<file path="config.mk">
export PLATFORM = sky130hd
export DESIGN_NAME = sync_length_frame_receiver
export DESIGN_NICKNAME = d
export VERILOG_FILES = /design/src/rtl/slfr_pkg.sv /design/src/rtl/slfr_cfg.sv /design/src/rtl/slfr_ctrl.sv /design/src/rtl/sync_length_frame_receiver.sv
export VERILOG_INCLUDE_DIRS = /design/src /design/src/rtl
export SDC_FILE = /design/constraint.sdc
export NUM_CORES = 1
export LEC_CHECK = 0
export BUFFER_PORTS_ARGS = -buffer_cell sky130_fd_sc_hd__buf_2
export CELL_PAD_IN_SITES_DETAIL_PLACEMENT = 0
export CELL_PAD_IN_SITES_GLOBAL_PLACEMENT = 2
export CORE_ASPECT_RATIO = 0.9
export CORE_MARGIN = 5
export CORE_UTILIZATION = 32
export CTS_CLUSTER_SIZE = 12
export DETAILED_ROUTE_END_ITERATION = 12
export PLACE_DENSITY = 0.74
export SLEW_MARGIN = 0
export SYNTH_ARGS = -nofsm -noshare
export SYNTH_HDL_FRONTEND = slang
export SYNTH_SLANG_ARGS = --single-unit
</file>
<file path="constraint.sdc">
create_clock -name i_clk -period 3.65 [get_ports i_clk]
set_input_delay 0.9125 -clock i_clk [delete_from_list [all_inputs] [get_ports i_clk]]
set_output_delay 0.9125 -clock i_clk [all_outputs]
set_load 0.01 [all_outputs]
</file>
<file path="src/rtl/sync_length_frame_receiver_macros.svh">
// ----------------------------------------------------------------------------
// Assertion macros for the sync/length frame receiver
// Shared concurrent assertion forms, clocked on i_clk and held off in reset.
// ----------------------------------------------------------------------------
`ifndef SYNC_LENGTH_FRAME_RECEIVER_MACROS_SVH
`define SYNC_LENGTH_FRAME_RECEIVER_MACROS_SVH

// The consequent must hold in the same cycle as the antecedent.
`define SLFR_ASSERT_SAME(label, ante, cons, msg) \
    label: assert property (@(posedge i_clk) disable iff (!i_rst_n) \
        (ante) |-> (cons)) else $error(msg);

// The consequent must hold in the cycle after the antecedent.
`define SLFR_ASSERT_NEXT(label, ante, cons, msg) \
    label: assert property (@(posedge i_clk) disable iff (!i_rst_n) \
        (ante) |=> (cons)) else $error(msg);

`endif

</file>
<file path="src/rtl/slfr_pkg.sv">
// ----------------------------------------------------------------------------
// slfr_pkg
// Types, codes and constants of the sync/length frame receiver.
// ----------------------------------------------------------------------------
package slfr_pkg;

    localparam int unsigned MAX_FRAME = 128;

    localparam logic [7:0]  SYNC_FIRST       = 8'hAA;
    localparam logic [7:0]  SYNC_SECOND      = 8'hFF;
    localparam logic [8:0]  FRAME_OVERHEAD   = 9'd9;
    localparam logic [15:0] GAP_RESET        = 16'd1000;
    localparam logic [7:0]  POS_STATION      = 8'd4;
    localparam logic [7:0]  POS_LENGTH       = 8'd5;
    localparam logic [7:0]  STATION_FAIL_LEN = 8'd5;

    localparam logic OP_BYTE      = 1'b0;
    localparam logic OP_TICK      = 1'b1;
    localparam logic KIND_BYTE    = 1'b0;
    localparam logic KIND_VERDICT = 1'b1;

    localparam int unsigned CFG_IDX_W = 1;

    typedef enum logic [1:0] {
        PH_HUNT    = 2'd0,
        PH_SECOND  = 2'd1,
        PH_COLLECT = 2'd2
    } t_phase;

    typedef enum logic [1:0] {
        V_ACCEPT   = 2'd0,
        V_STATION  = 2'd1,
        V_SHORT    = 2'd2,
        V_OVERFLOW = 2'd3
    } t_verdict;

    typedef enum logic [CFG_IDX_W-1:0] {
        CFG_STATION_ID = 1'b0,
        CFG_GAP_LIMIT  = 1'b1
    } t_cfg_idx;

    typedef struct packed {
        logic       opcode;
        logic [7:0] rx_byte;
    } t_in_item;

    typedef struct packed {
        logic       kind;
        logic [7:0] data;
        logic [6:0] position;
        logic [1:0] verdict;
        logic [7:0] frame_length;
    } t_out_item;

    typedef struct packed {
        logic [7:0]  station_id;
        logic [15:0] gap_limit;
    } t_cfg;

endpackage

</file>
<file path="src/rtl/slfr_cfg.sv">
// ----------------------------------------------------------------------------
// slfr_cfg
// Configuration registers: station number and inter-byte gap limit.
// ----------------------------------------------------------------------------
module slfr_cfg (
    input  logic                              i_clk,
    input  logic                              i_rst_n,
    input  logic                              i_wr_en,
    input  logic [slfr_pkg::CFG_IDX_W-1:0]    i_wr_index,
    input  logic [31:0]                       i_wr_data,
    output slfr_pkg::t_cfg                    o_cfg
);
    import slfr_pkg::*;

    t_cfg r_cfg;
    t_cfg n_cfg;

    always_comb begin
        n_cfg = r_cfg;
        if (i_wr_en) begin
            unique case (t_cfg_idx'(i_wr_index))
                CFG_STATION_ID: n_cfg.station_id = i_wr_data[7:0];
                CFG_GAP_LIMIT:  n_cfg.gap_limit  = i_wr_data[15:0];
                default:        n_cfg = r_cfg;
            endcase
        end
    end

    always_ff @(posedge i_clk) begin
        if (!i_rst_n) begin
            r_cfg.station_id <= 8'd0;
            r_cfg.gap_limit  <= GAP_RESET;
        end else begin
            r_cfg <= n_cfg;
        end
    end

    assign o_cfg = r_cfg;

endmodule

</file>
<file path="src/rtl/slfr_ctrl.sv">
// ----------------------------------------------------------------------------
// slfr_ctrl
// Frame state machine: sync hunt, byte collection, gap timing and verdicts.
// ----------------------------------------------------------------------------
module slfr_ctrl #(
    parameter int unsigned P_MAX_FRAME = slfr_pkg::MAX_FRAME
) (
    input  logic                 i_clk,
    input  logic                 i_rst_n,
    input  logic                 i_step,
    input  slfr_pkg::t_in_item   i_item,
    input  slfr_pkg::t_cfg       i_cfg,
    output logic                 o_res_valid,
    output slfr_pkg::t_out_item  o_result
);
    import slfr_pkg::*;

    localparam logic [7:0] MAX_COUNT = 8'(P_MAX_FRAME);

    t_phase      r_phase, n_phase;
    logic [7:0]  r_count, n_count;
    logic [7:0]  r_body,  n_body;
    logic [15:0] r_gap,   n_gap;

    logic        is_byte;
    logic        is_tick;
    logic [15:0] gap_inc;
    logic        gap_end;
    logic [8:0]  need;
    logic        frame_full;
    logic        station_bad;

    assign is_byte     = i_step && (i_item.opcode == OP_BYTE);
    assign is_tick     = i_step && (i_item.opcode == OP_TICK);
    assign gap_inc     = (r_gap == 16'hFFFF) ? r_gap : r_gap + 16'd1;
    assign gap_end     = (gap_inc >= i_cfg.gap_limit);
    assign need        = {1'b0, r_body} + FRAME_OVERHEAD;
    assign frame_full  = (r_count >= MAX_COUNT);
    assign station_bad = (r_count == POS_STATION) && (i_item.rx_byte != i_cfg.station_id);

    // Next phase.
    always_comb begin
        n_phase = r_phase;
        unique case (r_phase)
            PH_SECOND: begin
                if (is_byte) begin
                    n_phase = (i_item.rx_byte == SYNC_SECOND) ? PH_COLLECT : PH_HUNT;
                end
            end
            PH_COLLECT: begin
                if (is_tick && gap_end) begin
                    n_phase = PH_HUNT;
                end else if (is_byte && (frame_full || station_bad)) begin
                    n_phase = PH_HUNT;
                end
            end
            default: begin
                // The spare phase code is treated as hunting.
                if (is_byte && (i_item.rx_byte == SYNC_FIRST)) begin
                    n_phase = PH_SECOND;
                end else begin
                    n_phase = PH_HUNT;
                end
            end
        endcase
    end

    // Counters and result.
    always_comb begin
        n_count     = r_count;
        n_body      = r_body;
        n_gap       = r_gap;
        o_res_valid = 1'b0;
        o_result    = '0;
        unique case (r_phase)
            PH_SECOND: begin
                if (is_byte) begin
                    n_count = (i_item.rx_byte == SYNC_SECOND) ? 8'd2 : 8'd0;
                    n_body  = 8'd0;
                    n_gap   = 16'd0;
                end
            end
            PH_COLLECT: begin
                if (is_tick) begin
                    n_gap = gap_inc;
                    if (gap_end) begin
                        o_res_valid           = 1'b1;
                        o_result.kind         = KIND_VERDICT;
                        o_result.verdict      = ({1'b0, r_count} >= need) ? V_ACCEPT : V_SHORT;
                        o_result.frame_length = r_count;
                        n_count = 8'd0;
                        n_body  = 8'd0;
                        n_gap   = 16'd0;
                    end
                end else if (is_byte) begin
                    if (frame_full) begin
                        o_res_valid           = 1'b1;
                        o_result.kind         = KIND_VERDICT;
                        o_result.verdict      = V_OVERFLOW;
                        o_result.frame_length = MAX_COUNT;
                        n_count = 8'd0;
                        n_body  = 8'd0;
                        n_gap   = 16'd0;
                    end else if (station_bad) begin
                        o_res_valid           = 1'b1;
                        o_result.kind         = KIND_VERDICT;
                        o_result.verdict      = V_STATION;
                        o_result.frame_length = STATION_FAIL_LEN;
                        n_count = 8'd0;
                        n_body  = 8'd0;
                        n_gap   = 16'd0;
                    end else begin
                        n_gap   = 16'd0;
                        n_count = r_count + 8'd1;
                        if (r_count == POS_LENGTH) begin
                            n_body = i_item.rx_byte;
                        end
                        o_res_valid       = 1'b1;
                        o_result.kind     = KIND_BYTE;
                        o_result.data     = i_item.rx_byte;
                        o_result.position = r_count[6:0];
                    end
                end
            end
            default: begin
                if (is_byte && (i_item.rx_byte == SYNC_FIRST)) begin
                    n_count = 8'd1;
                end
            end
        endcase
    end

    always_ff @(posedge i_clk) begin
        if (!i_rst_n) begin
            r_phase <= PH_HUNT;
            r_count <= 8'd0;
            r_body  <= 8'd0;
            r_gap   <= 16'd0;
        end else begin
            r_phase <= n_phase;
            r_count <= n_count;
            r_body  <= n_body;
            r_gap   <= n_gap;
        end
    end

endmodule

</file>
<file path="src/rtl/sync_length_frame_receiver.sv">
// A request is captured in the input register, and its result is presented from the result register.
// Throughput: one request per cycle, set by the input register and result register
// around the combinational frame logic; a stalled result holds back one request.
// Reset (synchronous, active low) returns the receiver to sync hunting, empties
// both registers and loads station_id 0 and gap_limit 1000.
// ----------------------------------------------------------------------------
// sync_length_frame_receiver
// Receives serial bytes and timer ticks, finds sync-framed packets, reports
// each collected byte with its position and an end-of-frame verdict.
// ----------------------------------------------------------------------------
module sync_length_frame_receiver #(
    parameter int unsigned P_MAX_FRAME = slfr_pkg::MAX_FRAME
) (
    input  logic                              i_clk,
    input  logic                              i_rst_n,
    input  logic                              i_valid,
    output logic                              o_stall,
    input  slfr_pkg::t_in_item                i_item,
    output logic                              o_valid,
    input  logic                              i_stall,
    output slfr_pkg::t_out_item               o_result,
    input  logic                              i_cfg_valid,
    output logic                              o_cfg_ready,
    input  logic [slfr_pkg::CFG_IDX_W-1:0]    i_cfg_index,
    input  logic [31:0]                       i_cfg_data
);
    import slfr_pkg::*;
    `include "sync_length_frame_receiver_macros.svh"

    t_cfg      cfg;
    logic      advance;
    logic      res_valid;
    t_out_item result;

    logic      r_in_valid;
    t_in_item  r_in_item;
    logic      r_out_valid;
    t_out_item r_out_item;

    assign o_cfg_ready = 1'b1;

    slfr_cfg u_cfg (
        .i_clk      (i_clk),
        .i_rst_n    (i_rst_n),
        .i_wr_en    (i_cfg_valid),
        .i_wr_index (i_cfg_index),
        .i_wr_data  (i_cfg_data),
        .o_cfg      (cfg)
    );

    // The pipeline moves whenever the result register is empty or being taken.
    assign advance = !r_out_valid || !i_stall;
    assign o_stall = r_in_valid && !advance;

    slfr_ctrl #(
        .P_MAX_FRAME (P_MAX_FRAME)
    ) u_ctrl (
        .i_clk       (i_clk),
        .i_rst_n     (i_rst_n),
        .i_step      (r_in_valid && advance),
        .i_item      (r_in_item),
        .i_cfg       (cfg),
        .o_res_valid (res_valid),
        .o_result    (result)
    );

    // An empty input register takes a request even while the result waits.
    always_ff @(posedge i_clk) begin
        if (!i_rst_n) begin
            r_in_valid  <= 1'b0;
            r_out_valid <= 1'b0;
        end else begin
            if (!o_stall) begin
                r_in_valid <= i_valid;
            end
            if (advance) begin
                r_out_valid <= res_valid;
            end
        end
    end

    always_ff @(posedge i_clk) begin
        if (!o_stall) begin
            r_in_item <= i_item;
        end
        if (advance) begin
            r_out_item <= result;
        end
    end

    assign o_valid  = r_out_valid;
    assign o_result = r_out_item;

    `SLFR_ASSERT_SAME(a_stall_only_when_full, o_stall, r_in_valid && r_out_valid && i_stall,
        "input stalled while the result register could move")
    `SLFR_ASSERT_SAME(a_byte_position, o_valid && (o_result.kind == KIND_BYTE),
        (o_result.position >= 7'd2) && (o_result.frame_length == 8'd0),
        "byte result with a sync position or a frame length")
    `SLFR_ASSERT_SAME(a_verdict_fields, o_valid && (o_result.kind == KIND_VERDICT),
        (o_result.data == 8'd0) && (o_result.position == 7'd0)
        && (o_result.frame_length <= 8'(P_MAX_FRAME)),
        "verdict result carries byte fields or an oversized frame length")
    `SLFR_ASSERT_NEXT(a_no_result_from_nothing, !r_in_valid && advance, !o_valid,
        "result produced without a request in the input register")

endmodule
</file>
Yosys cells after proc, flatten, opt, wreduce, memory -nomap -nowiden
Cells that the tools add are included.

Equality and inequality tests: 13. Multiplexer cells: 42. Bitwise logic cells: 4. $add $sub $neg: 3. Magnitude comparators: 3. Reductions and logical operators: 21.

Operators with widths (count): $mux W8 (13); $mux W16 (4); $pmux W16 S2 (1); $pmux W8 S2 (2); $mux W10 (3); $mux W15 (2); $mux W26 (1); $add A16 B1 Y16 const B (1); $eq A16 B16 Y1 const B (1); $eq A8 B3 Y1 const B (2); $eq A8 B8 Y1 const B (2); $ge A16 B16 Y1 (1); $mux W2 (6); $add A8 B4 Y9 const B (1); $ge A8 B9 Y1 (1); $mux W9 (1); $add A8 B1 Y8 const B (1); $ge A8 B8 Y1 const B (1); $logic_and A1 B1 Y1 (8); $mux W1 (8); $ne A8 B8 Y1 (1); $ne A3 B1 Y1 const B (2); $reduce_and A2 Y1 (3); $ne A5 B1 Y1 const B (1); other kinds (13) (19).

Output and inout bits: 29. Register bits: 95. Input bits: 47. Logic and storage cells: 101.

Depth between registers and ports, before layout
Gate-level depths: netlist (run 1).

Depth after elaboration: 8. Mapped depth: 15. Mapped depth without buffers: 13.

Modules after synthesis
From an unflattened synthesis (run 1), not the netlist that was laid out.

Cell total of the unflattened synthesis: 549. Area total of the unflattened synthesis: 5265.0 um^2.

Modules (own cells, without submodules): slfr_ctrl (instances 1, area an instance 3150.5 um^2, cells each 400, seq. area each 680.7 um^2); sync_length_frame_receiver (instances 1, area an instance 1144.8 um^2, cells each 46, seq. area each 1091.0 um^2); slfr_cfg (instances 1, area an instance 969.7 um^2, cells each 103, seq. area each 480.5 um^2).

Worst setup path before layout (run 1)
Ideal clock, no wire load.

Path kind: register to register. Start point: reg u_ctrl.r_gap[9]. End point: reg r_out_item, in the netlist o_result[9], data pin. Data required time: 3393 ps. Path buffers: 3. Setup time: 257 ps. Stages on the path, launching flop included: 16. Data arrival time: 3218 ps. Setup slack: 175 ps. Cell sequence: dfxtp_1 buf_4 nand3_1 or3_4 or3_1 buf_2 and3_2 xor2_1 ha_1 a21o_1 a21oi_1 a2bb2oi_1 and3_1 clkbuf_1 nor2_1 a32o_1.

Cells in the longest elaborated chain, start to end: 5. Elaborated cells on any way between the ends: 6.

RTL lines: start: declaration (line slfr_ctrl.sv:23) `logic [15:0] r_gap, n_gap;`; start signal: assignment (line slfr_ctrl.sv:143) `r_gap <= n_gap;`; $add A16 B1 Y16 / $eq A16 B16 Y1 (equally long branches) (line slfr_ctrl.sv:35) `assign gap_inc = (r_gap == 16'hFFFF) ? r_gap : r_gap + 16'd1;`; $mux W16 * (line slfr_ctrl.sv:35); $ge A16 B16 Y1 * (line slfr_ctrl.sv:36) `assign gap_end = (gap_inc >= i_cfg.gap_limit);`; $mux W10 * (line slfr_ctrl.sv:86) `if (gap_end) begin`; $mux W10 * (line slfr_ctrl.sv:84) `if (is_tick) begin`; end signal: assignment (line sync_length_frame_receiver.sv:87) `r_out_item <= result;`; end: declaration (line sync_length_frame_receiver.sv:38) `t_out_item r_out_item;`.

Mark *: on every way between the ends. The rest lies on a longest branch, timed or not. A chain may end at the register's enable or synchronous reset.

Worst setup path in the final report (run 1)
Start point: reg u_ctrl.r_gap[0]. End point: reg u_ctrl.r_gap[14].

Cells in the longest elaborated chain, start to end: 6. Elaborated cells on any way between the ends: 7.

RTL lines: $add A16 B1 Y16 / $eq A16 B16 Y1 (equally long branches) (line slfr_ctrl.sv:35); $mux W16 * (line slfr_ctrl.sv:35); $ge A16 B16 Y1 (line slfr_ctrl.sv:36); $mux W16 * (line slfr_ctrl.sv:86); $mux W16 * (line slfr_ctrl.sv:84); $pmux W16 S2 * (line slfr_ctrl.sv:75) `unique case (r_phase)`.

Marked as above.

==> impl_results.rst, run 1 <==
.. list-table::
   :header-rows: 1

   * - Metric
     - Value
   * - Result of the run
     - finished, final reports clean
   * - Dominant combinational cell family by area after synthesis
     - simple AND/OR/NAND/NOR gates
   * - Mean post-synth cell area
     - 9.69 sq um
   * - Maximum VDD drop
     - 0.000214 V
   * - Share of power burned in combinational logic
     - 4.2%
   * - Port bufs
     - 58
   * - Number of enable flip-flop cells after synthesis
     - 35
   * - DP Wirelength
     - 9300 microns
   * - Number of failing setup endpoints in the final timing report
     - 0
   * - Worst hold margin
     - 454 ps
   * - Initial detailed-routing violation count
     - 223
   * - Count of different cell masters after synthesis
     - 70
   * - Final Hold Fails
     - 0
   * - Total number of clock tree sinks
     - 95
   * - Pwr dens
     - 376 nW/um^2
   * - Latest clock arrival within the worst-skew pair
     - 350 ps
   * - Gr usage total
     - 14.0%
   * - Post-route standard cell area excluding fillers
     - 6110 sq um
   * - Worst r2r dst
     - u_ctrl.r_gap[14]
   * - Area growth from synthesis to final layout
     - 21.9%
   * - Antenna diode instance count
     - 0
   * - Wirelength, routed
     - 12600 microns
   * - Mux cell area share after synthesis
     - 4.75%
   * - Total vias in the final route
     - 3941
   * - H-Tree Depth
     - 3
   * - Required time of the critical path
     - 3890 ps
   * - Worst-case headroom to the max-slew limit
     - 30.1%
   * - Cells after Synth
     - 517
   * - Root buffer selected by CTS
     - clkbuf_16
   * - Actual transition at the worst max-transition pin
     - 1050 ps
   * - Setup Total Neg Slack
     - 0 ps
   * - Sequential power share
     - 49.1%
   * - Final count of pins violating max slew
     - 0
   * - Post-synthesis sequential element count
     - 95
   * - Largest stage delay on the critical path
     - 560 ps
   * - Clock Tree Buf Depth
     - 2
   * - Slowest-stage cell, CP
     - or4_4
   * - Net count after synthesis
     - 595
   * - Antenna viol nets, final
     - 0
   * - Worst-path maximum fanout
     - 6
   * - Leftover overflow at the end of global routing
     - 0
   * - Proportion of register bits with asynchronous set or reset after synthesis
     - 0%
   * - Layout cells sized above 1
     - 22.4%
   * - Total I/O pin count
     - 76
   * - Critical R2R Launch
     - u_ctrl.r_gap[0]
   * - Via count of the first global-routing pass
     - 3844
   * - Crit path launch
     - u_ctrl.r_gap[0]
   * - Stages on the worst setup path
     - 14
   * - Die span in x
     - 142 microns
   * - Die Ht
     - 129 microns
   * - Number of buffers created by CTS
     - 9
   * - Cell family with most CP delay
     - simple AND/OR/NAND/NOR gates
   * - Avg Vias per Cell
     - 4.90
   * - Worst R2R Setup Slack
     - 200 ps
   * - Most frequent cells in the layout
     - nand2_1 (69), buf_2 (58), dfxtp_1 (58)
   * - Total core area
     - 15400 sq um
   * - Initial Utilization
     - 32.6%
   * - Post-route fraction of the period consumed by the critical path
     - 94.4%
   * - Number of nets in the layout
     - 676
   * - Switching power as a share of total power
     - 21.6%
   * - Clk slew on worst S/H paths
     - 70 ps
   * - Timing-limited maximum frequency
     - 290 MHz
   * - Worst clock skew
     - 7.53 ps
   * - Area fraction in compound gates after synthesis
     - 13.8%
   * - Largest net degree at the start of global routing
     - 36
   * - Reg2Reg Depth
     - 14
   * - Clock tree from TritonCTS
     - done
   * - Category of the worst setup path capture point
     - flip-flop
   * - Detailed Routing Iterations Pass 1
     - 4
   * - Simple-gate share of the synthesized area
     - 21.0%
   * - Share of the yosys chip area belonging to registers
     - 45.0%
   * - Routed length per instance
     - 15.6 microns
   * - Capture point of the critical path
     - u_ctrl.r_gap[14]
   * - Area enclosed by the die boundary
     - 18300 sq um
   * - Class of the most critical setup path
     - reg2reg
   * - First-pass GRT wire length
     - 20100 microns
   * - Cell taking the most area after synthesis
     - dfxtp_1
   * - Pwr Total
     - 2.29 mW
   * - Crit path cell chain
     - ha_1 > nand3_1 > buf_4 > or3_4 > nor2_2 > a21oi_1 > ha_1 > and4_4 > nand3_1 > or4_4 > and3_4 > buf_4 > a32o_1 > and2_1
   * - Synth top area share
     - 24.0%
   * - Hold/Removal Path Class
     - reg2reg
   * - Maximum capacitance violations
     - 0
   * - Net Switching
     - 495 uW
   * - Arrival time worst endpoint
     - 3690 ps
   * - Adder and majority cell fraction of the synthesized area
     - 7.74%
   * - Site row count
     - 43
   * - Cell Int Power
     - 1.80 mW
   * - Netlist area before placement
     - 5010 sq um
   * - Synth Area in XOR/XNOR
     - 3.85%
   * - Fin crit period
     - 3450 ps
   * - Leading post-synthesis cells by cell area
     - dfxtp_1 (24%), edfxtp_1 (21%), ha_1 (7.7%), nand2_1 (5.2%), mux2i_1 (4.0%)
   * - DRC Markers
     - 0
   * - Initial antenna violation count
     - 0
   * - RSZ-0062 raised after global routing
     - false
   * - Number of warning messages in the yosys log
     - 0
   * - Standard cell area after detailed placement
     - 5720 sq um
   * - CP Launch Type
     - flip-flop
   * - Most frequent standard cell in the layout excluding fill and tap cells
     - nand2_1
   * - Ys flop type
     - dfxtp_1
   * - Clock power frac
     - 46.7%
   * - Placer congestion estimate
     - 0.789
   * - Leak
     - 2.54 nW
   * - Bufs and invs on worst path
     - 2
==> power groups by stage <==
| stage | logic (mW) | registers, mW | clock network (mW) |
|---|---|---|---|
| after floorplan | 0.0588 | 1.14 | 0 |
| after CTS | 0.0959 | 1.13 | 1.10 |
| final | 0.0959 | 1.13 | 1.07 |
| after global routing | 0.108 | 1.13 | 1.15 |
| after global placement | 0.0931 | 1.15 | 0 |
| after detailed placement | 0.0955 | 1.15 | 0 |
==> through the flow <==
step | util, % | cells | setup slack (ps)
finish | 39.7 | 805 | 204
detailed placement | 37.2 | 789 | 69.1
floorplan | - | 517 | 175
global route | 39.7 | 805 | 0.662
global placement | 37.2 | 789 | 64.8
CTS | 39.4 | 805 | 41.0
==> kinds of logic (layout without fill, tap and decap cells) <==
group / after synthesis / count (layout)
other: 1 / 1
flip-flops: 95 / 95
multiplexers: 23 / 23
XOR/XNOR: 22 / 22
AND/OR/NAND/NOR: 203 / 203
buffers and inverters: 47 / 133
AO/OA/AOI/OAI: 95 / 95
adder cells (fa/ha/maj): 31 / 31
==> state kept, by name, summed over array words and instances (netlist names) <==
signal / count
o_result: 26
o_valid: 1
r_in_item: 9
r_in_valid: 1
u_cfg.o_cfg: 24
u_ctrl.r_body: 8
u_ctrl.r_count: 8
u_ctrl.r_gap: 16
u_ctrl.r_phase: 2
==> cell usage after synthesis, types with 8 or more instances <==
cell	n
a21oi_1	24
and2_1	21
and3_1	10
clkbuf_1	12
dfxtp_1	60
edfxtp_1	35
ha_1	31
inv_1	25
mux2i_1	20
nand2_1	69
nand3_1	11
nor2_1	33
nor3_1	11
o211ai_1	8
o21ai_0	11
xnor2_1	15
==> layout make-up <==
| type | instances | area (sq um) |
|---|---|---|
| clock buffers | 11 | 253 |
| clock inverters | 5 | 87.6 |
| fillers | 1584 | 9280 |
| inverters | 26 | 97.6 |
| multi-input cells | 375 | 2610 |
| flip-flops and latches | 95 | 2250 |
| well taps | 202 | 253 |
| repair buffers | 91 | 551 |
==> worst min path at each step <==
stage	startpoint	to	slack (ps)	depth (start not counted)
after floorplan	u_cfg.o_cfg[10]	u_cfg.o_cfg[10]	440	2
after global placement	u_cfg.o_cfg[11]	u_cfg.o_cfg[11]	450	2
after detailed placement	u_cfg.o_cfg[4]	u_cfg.o_cfg[4]	450	2
after CTS	u_cfg.o_cfg[4]	u_cfg.o_cfg[4]	460	2
after global routing	u_cfg.o_cfg[4]	u_cfg.o_cfg[4]	480	2
final	u_cfg.o_cfg[4]	u_cfg.o_cfg[4]	450	2
==> tightest hold or removal path, stage by stage, from the launching register on <==
cell and delay (ps):
dfxtp_1 310, nand2_1 50, a21oi_1 50
==> repair_timing <==
action | 4_1_cts | 5_1_grt
hold buffers | 0 | 0
endpoints found under the setup margin | 0 | 41
hold endpoints to repair | 0 | 0
gates resized for setup | 0 | 15
buffers inserted | 0 | 0
==> routing by layer <==
| metal | GRT usage, % | part of all wire (%) | up-vias |
|---|---|---|---|
| li1 | - | - | 2039 |
| met1 | 20.9 | 53 | 1817 |
| met2 | 20.3 | 42 | 79 |
| met3 | 3.23 | 5.0 | 6 |
| met4 | 3.89 | 0.81 | 0 |
| met5 | 0 | 0 | - |
No activity file was read; power rests on OpenSTA's default activity.
==> inputs of run 2 (changes only) <==
--- a/config.mk
+++ b/config.mk
@@ -14,7 +14,7 @@
 export CORE_UTILIZATION = 32
 export CTS_CLUSTER_SIZE = 12
 export DETAILED_ROUTE_END_ITERATION = 12
-export PLACE_DENSITY = 0.74
+export PLACE_DENSITY_LB_ADDON = 0.1
 export SLEW_MARGIN = 0
 export SYNTH_ARGS = -nofsm -noshare
 export SYNTH_HDL_FRONTEND = slang
==> impl_results.rst, run 2 (same netlist as run 1, synthesis figures left out) <==
.. list-table::
   :header-rows: 1

   * - Metric
     - Value
   * - Hold/Removal Path Class
     - reg2reg
   * - Worst hold margin
     - 457 ps (+2.58 ps)
   * - Number of buffers created by CTS
     - 9 (unchanged)
   * - Seq. cell area
     - 2260 sq um (about the same)
   * - Total number of clock tree sinks
     - 95 (unchanged)
   * - Worst clock skew
     - 10.0 ps (+2.49 ps)
   * - Total I/O pin count
     - 76 (unchanged)
   * - Fin crit period
     - 3450 ps (+3.05 ps)
   * - Largest net degree at the start of global routing
     - 37 (+2.8%)
   * - RSZ-0062 raised after global routing
     - false
   * - Most frequent cells in the layout
     - nand2_1 (69), buf_2 (58), dfxtp_1 (57)
   * - Worst R2R Setup Slack
     - 200 ps (about the same)
   * - Post-route fraction of the period consumed by the critical path
     - 94.5% (about the same)
   * - First-pass GRT wire length
     - 20700 microns (+3.1%)
   * - Crit-path most repeated cell
     - buf_4
   * - Layout cells sized above 1
     - 23.7% (+1.3 points)
   * - Maximum VDD drop
     - 0.000248 V (+16%)
   * - Highest-utilization routing layer at the global route stage
     - met1
   * - Via count of the first global-routing pass
     - 3933 (+2.3%)
   * - Routed length per instance
     - 15.9 microns (+2.1%)
   * - Die Ht
     - 129 microns (unchanged)
   * - Total vias in the final route
     - 3990 (+1.2%)
   * - Pwr Total
     - 2.16 mW (-5.7%)
   * - Largest stage delay on the critical path
     - 520 ps (-40 ps)
   * - CP Launch Type
     - flip-flop
   * - Setup Slack @ Placement
     - -64.4 ps (-134 ps)
   * - Antenna viol nets, final
     - 0 (unchanged)
   * - Maximum capacitance violations
     - 0 (unchanged)
   * - Initial Utilization
     - 32.6% (unchanged)
   * - Clock Tree Buf Depth
     - 2 (unchanged)
   * - H-Tree Depth
     - 3 (unchanged)
   * - DP Wirelength
     - 9530 microns (+2.5%)
   * - Cell Int Power
     - 1.64 mW (-9.0%)
   * - Leak
     - 2.55 nW (+0.27%)
   * - M3 GR Usage
     - 4.05% (+0.82 points)
   * - Actual transition at the worst max-transition pin
     - 1090 ps (+44.1 ps)
   * - Crit path cell chain
     - inv_1 > or3_4 > or3_1 > buf_4 > mux2_4 > ha_1 > a2111oi_1 > or4_4 > and3_1 > buf_4 > a32o_1 > and2_1
   * - Class of the most critical setup path
     - reg2reg
   * - Result of the run
     - finished, final reports clean
   * - Share of power burned in combinational logic
     - 4.5% (+0.3 points)
   * - Hold-fix buffer count after cts
     - 0 (unchanged)
   * - Placer congestion estimate
     - 0.755 (-4.4%)
   * - Clock tree from TritonCTS
     - done
   * - Clk slew on worst S/H paths
     - 70 ps (about the same)
   * - Arrival time worst endpoint
     - 3700 ps (about the same)
   * - Initial antenna violation count
     - 0 (unchanged)
   * - Multi-input gate area in the final layout
     - 2620 sq um (+0.19%)
   * - Area growth from synthesis to final layout
     - 22.2%
   * - Initial detailed-routing violation count
     - 196 (-12%)
   * - Total core area
     - 15400 sq um (unchanged)
   * - Final setup margin
     - 201 ps (-3.05 ps)
   * - Die span in x
     - 142 microns (unchanged)
   * - Number of flip-flops under the largest register name
     - 26 (unchanged)
   * - Leftover overflow at the end of global routing
     - 0 (unchanged)
   * - Sequential power share
     - 52.1% (+3.0 points)
   * - Most frequent standard cell in the layout excluding fill and tap cells
     - nand2_1
   * - Category of the worst setup path capture point
     - flip-flop
   * - Final Hold Fails
     - 0 (unchanged)
   * - Grt met1 use
     - 21.9% (+0.96 points)
   * - Detailed Routing Iterations Pass 1
     - 4 (unchanged)
   * - Gr usage total
     - 14.7% (+0.65 points)
   * - Largest Register
     - o_result
   * - Latest clock arrival within the worst-skew pair
     - 350 ps (about the same)
   * - Number of failing setup endpoints in the final timing report
     - 0 (unchanged)
   * - Pwr dens
     - 353 nW/um^2 (-6.0%)
   * - Wirelength, routed
     - 12900 microns (+3.1%)
   * - Timing-limited maximum frequency
     - 290 MHz (about the same)
   * - Antenna diode instance count
     - 0 (unchanged)
   * - Met2 global-route usage
     - 21.4% (+1.1 points)
   * - DRC Markers
     - 0 (unchanged)
   * - Required time of the critical path
     - 3900 ps (about the same)
   * - Final count of pins violating max slew
     - 0 (unchanged)
   * - Site row count
     - 43 (unchanged)
   * - Slowest-stage cell, CP
     - or4_4
   * - Worst-path maximum fanout
     - 6 (unchanged)
   * - Worst-case headroom to the max-slew limit
     - 26.7% (-3.5 points)
   * - Clock power frac
     - 43.4% (-3.3 points)
   * - Area enclosed by the die boundary
     - 18300 sq um (unchanged)
   * - Switching power as a share of total power
     - 24.4% (+2.8 points)
   * - Root buffer selected by CTS
     - clkbuf_16
   * - Number of nets in the layout
     - 684 (+1.2%)
   * - Port bufs
     - 58 (unchanged)
   * - Filler Cells Inserted
     - 1545 (-2.5%)
   * - Avg Vias per Cell
     - 4.91 (+0.25%)
   * - Net Switching
     - 527 uW (+6.4%)
run 2: cell count changes in the layout (fill, tap and decap cells not counted), moves of 2 or more:
| cell | previous run | this run |
|---|---|---|
| buf_4 | 32 | 41 |
| bufinv_16 | 2 | 0 |
| clkbuf_8 | 2 | 0 |
| clkinv_8 | 0 | 2 |
run 2: critical path: cells and delay by family (launching register included):
family / cells / cell delay (ps)
adder cells (fa/ha/maj): 1 / 280
AO/OA/AOI/OAI: 2 / 280
multiplexers: 1 / 310
AND/OR/NAND/NOR: 5 / 1660
flip-flops: 1 / 380
buffers and inverters: 3 / 420
run 2: per-stage QoR:
stage	utilization, %	TNS, ps	cells	area, sq um
floorplan	-	0	517	5010
global placement	37.4	-331	796	5760
finish	39.8	0	813	6120
global route	39.8	0	813	6120
detailed placement	37.4	-369	796	5760
CTS	39.4	0	812	6060
run 2: worst paths after layout:
| kind | start | endpoint | cells after the start |
|---|---|---|---|
| max | u_ctrl.r_gap[12] | u_ctrl.r_gap[1] | 12 |
| min | u_cfg.o_cfg[14] | u_cfg.o_cfg[14] | 2 |
| max reg2reg | u_ctrl.r_gap[12] | u_ctrl.r_gap[1] | 12 |
| min reg2reg | u_cfg.o_cfg[14] | u_cfg.o_cfg[14] | 2 |
run 2: metal layers:
metal  share of wire (%)  routed length, microns
met1                  52                    6790
met2                  41                    5330
met3                 5.4                     705
met4                0.90                     116
met5                   0                       0
run 2: repair_timing:
action	CTS	global route
pin swaps	0	4
resized for setup	1	18
setup buffers	0	1
endpoints found under the setup margin	8	37
run 2: layout make-up:
cell class                      count  share of cell area [%]
Multi-Input combinational cell    375                    42.7
Clock inverter                      7                    1.25
Inverter                           26                    1.59
Clock buffer                        9                    3.68
Timing Repair Buffer               99                    9.77
Sequential cell                    95                    36.9
Tap cell                          202                    4.13
run 2: power by group through the flow:
stage | sequential, mW | clock (mW) | combinational (mW)
finish | 1.13 | 0.939 | 0.0964
global route | 1.13 | 1.01 | 0.110
CTS | 1.13 | 0.969 | 0.0984
detailed placement | 1.15 | 0 | 0.0975
global placement | 1.15 | 0 | 0.0950
floorplan | 1.14 | 0 | 0.0588
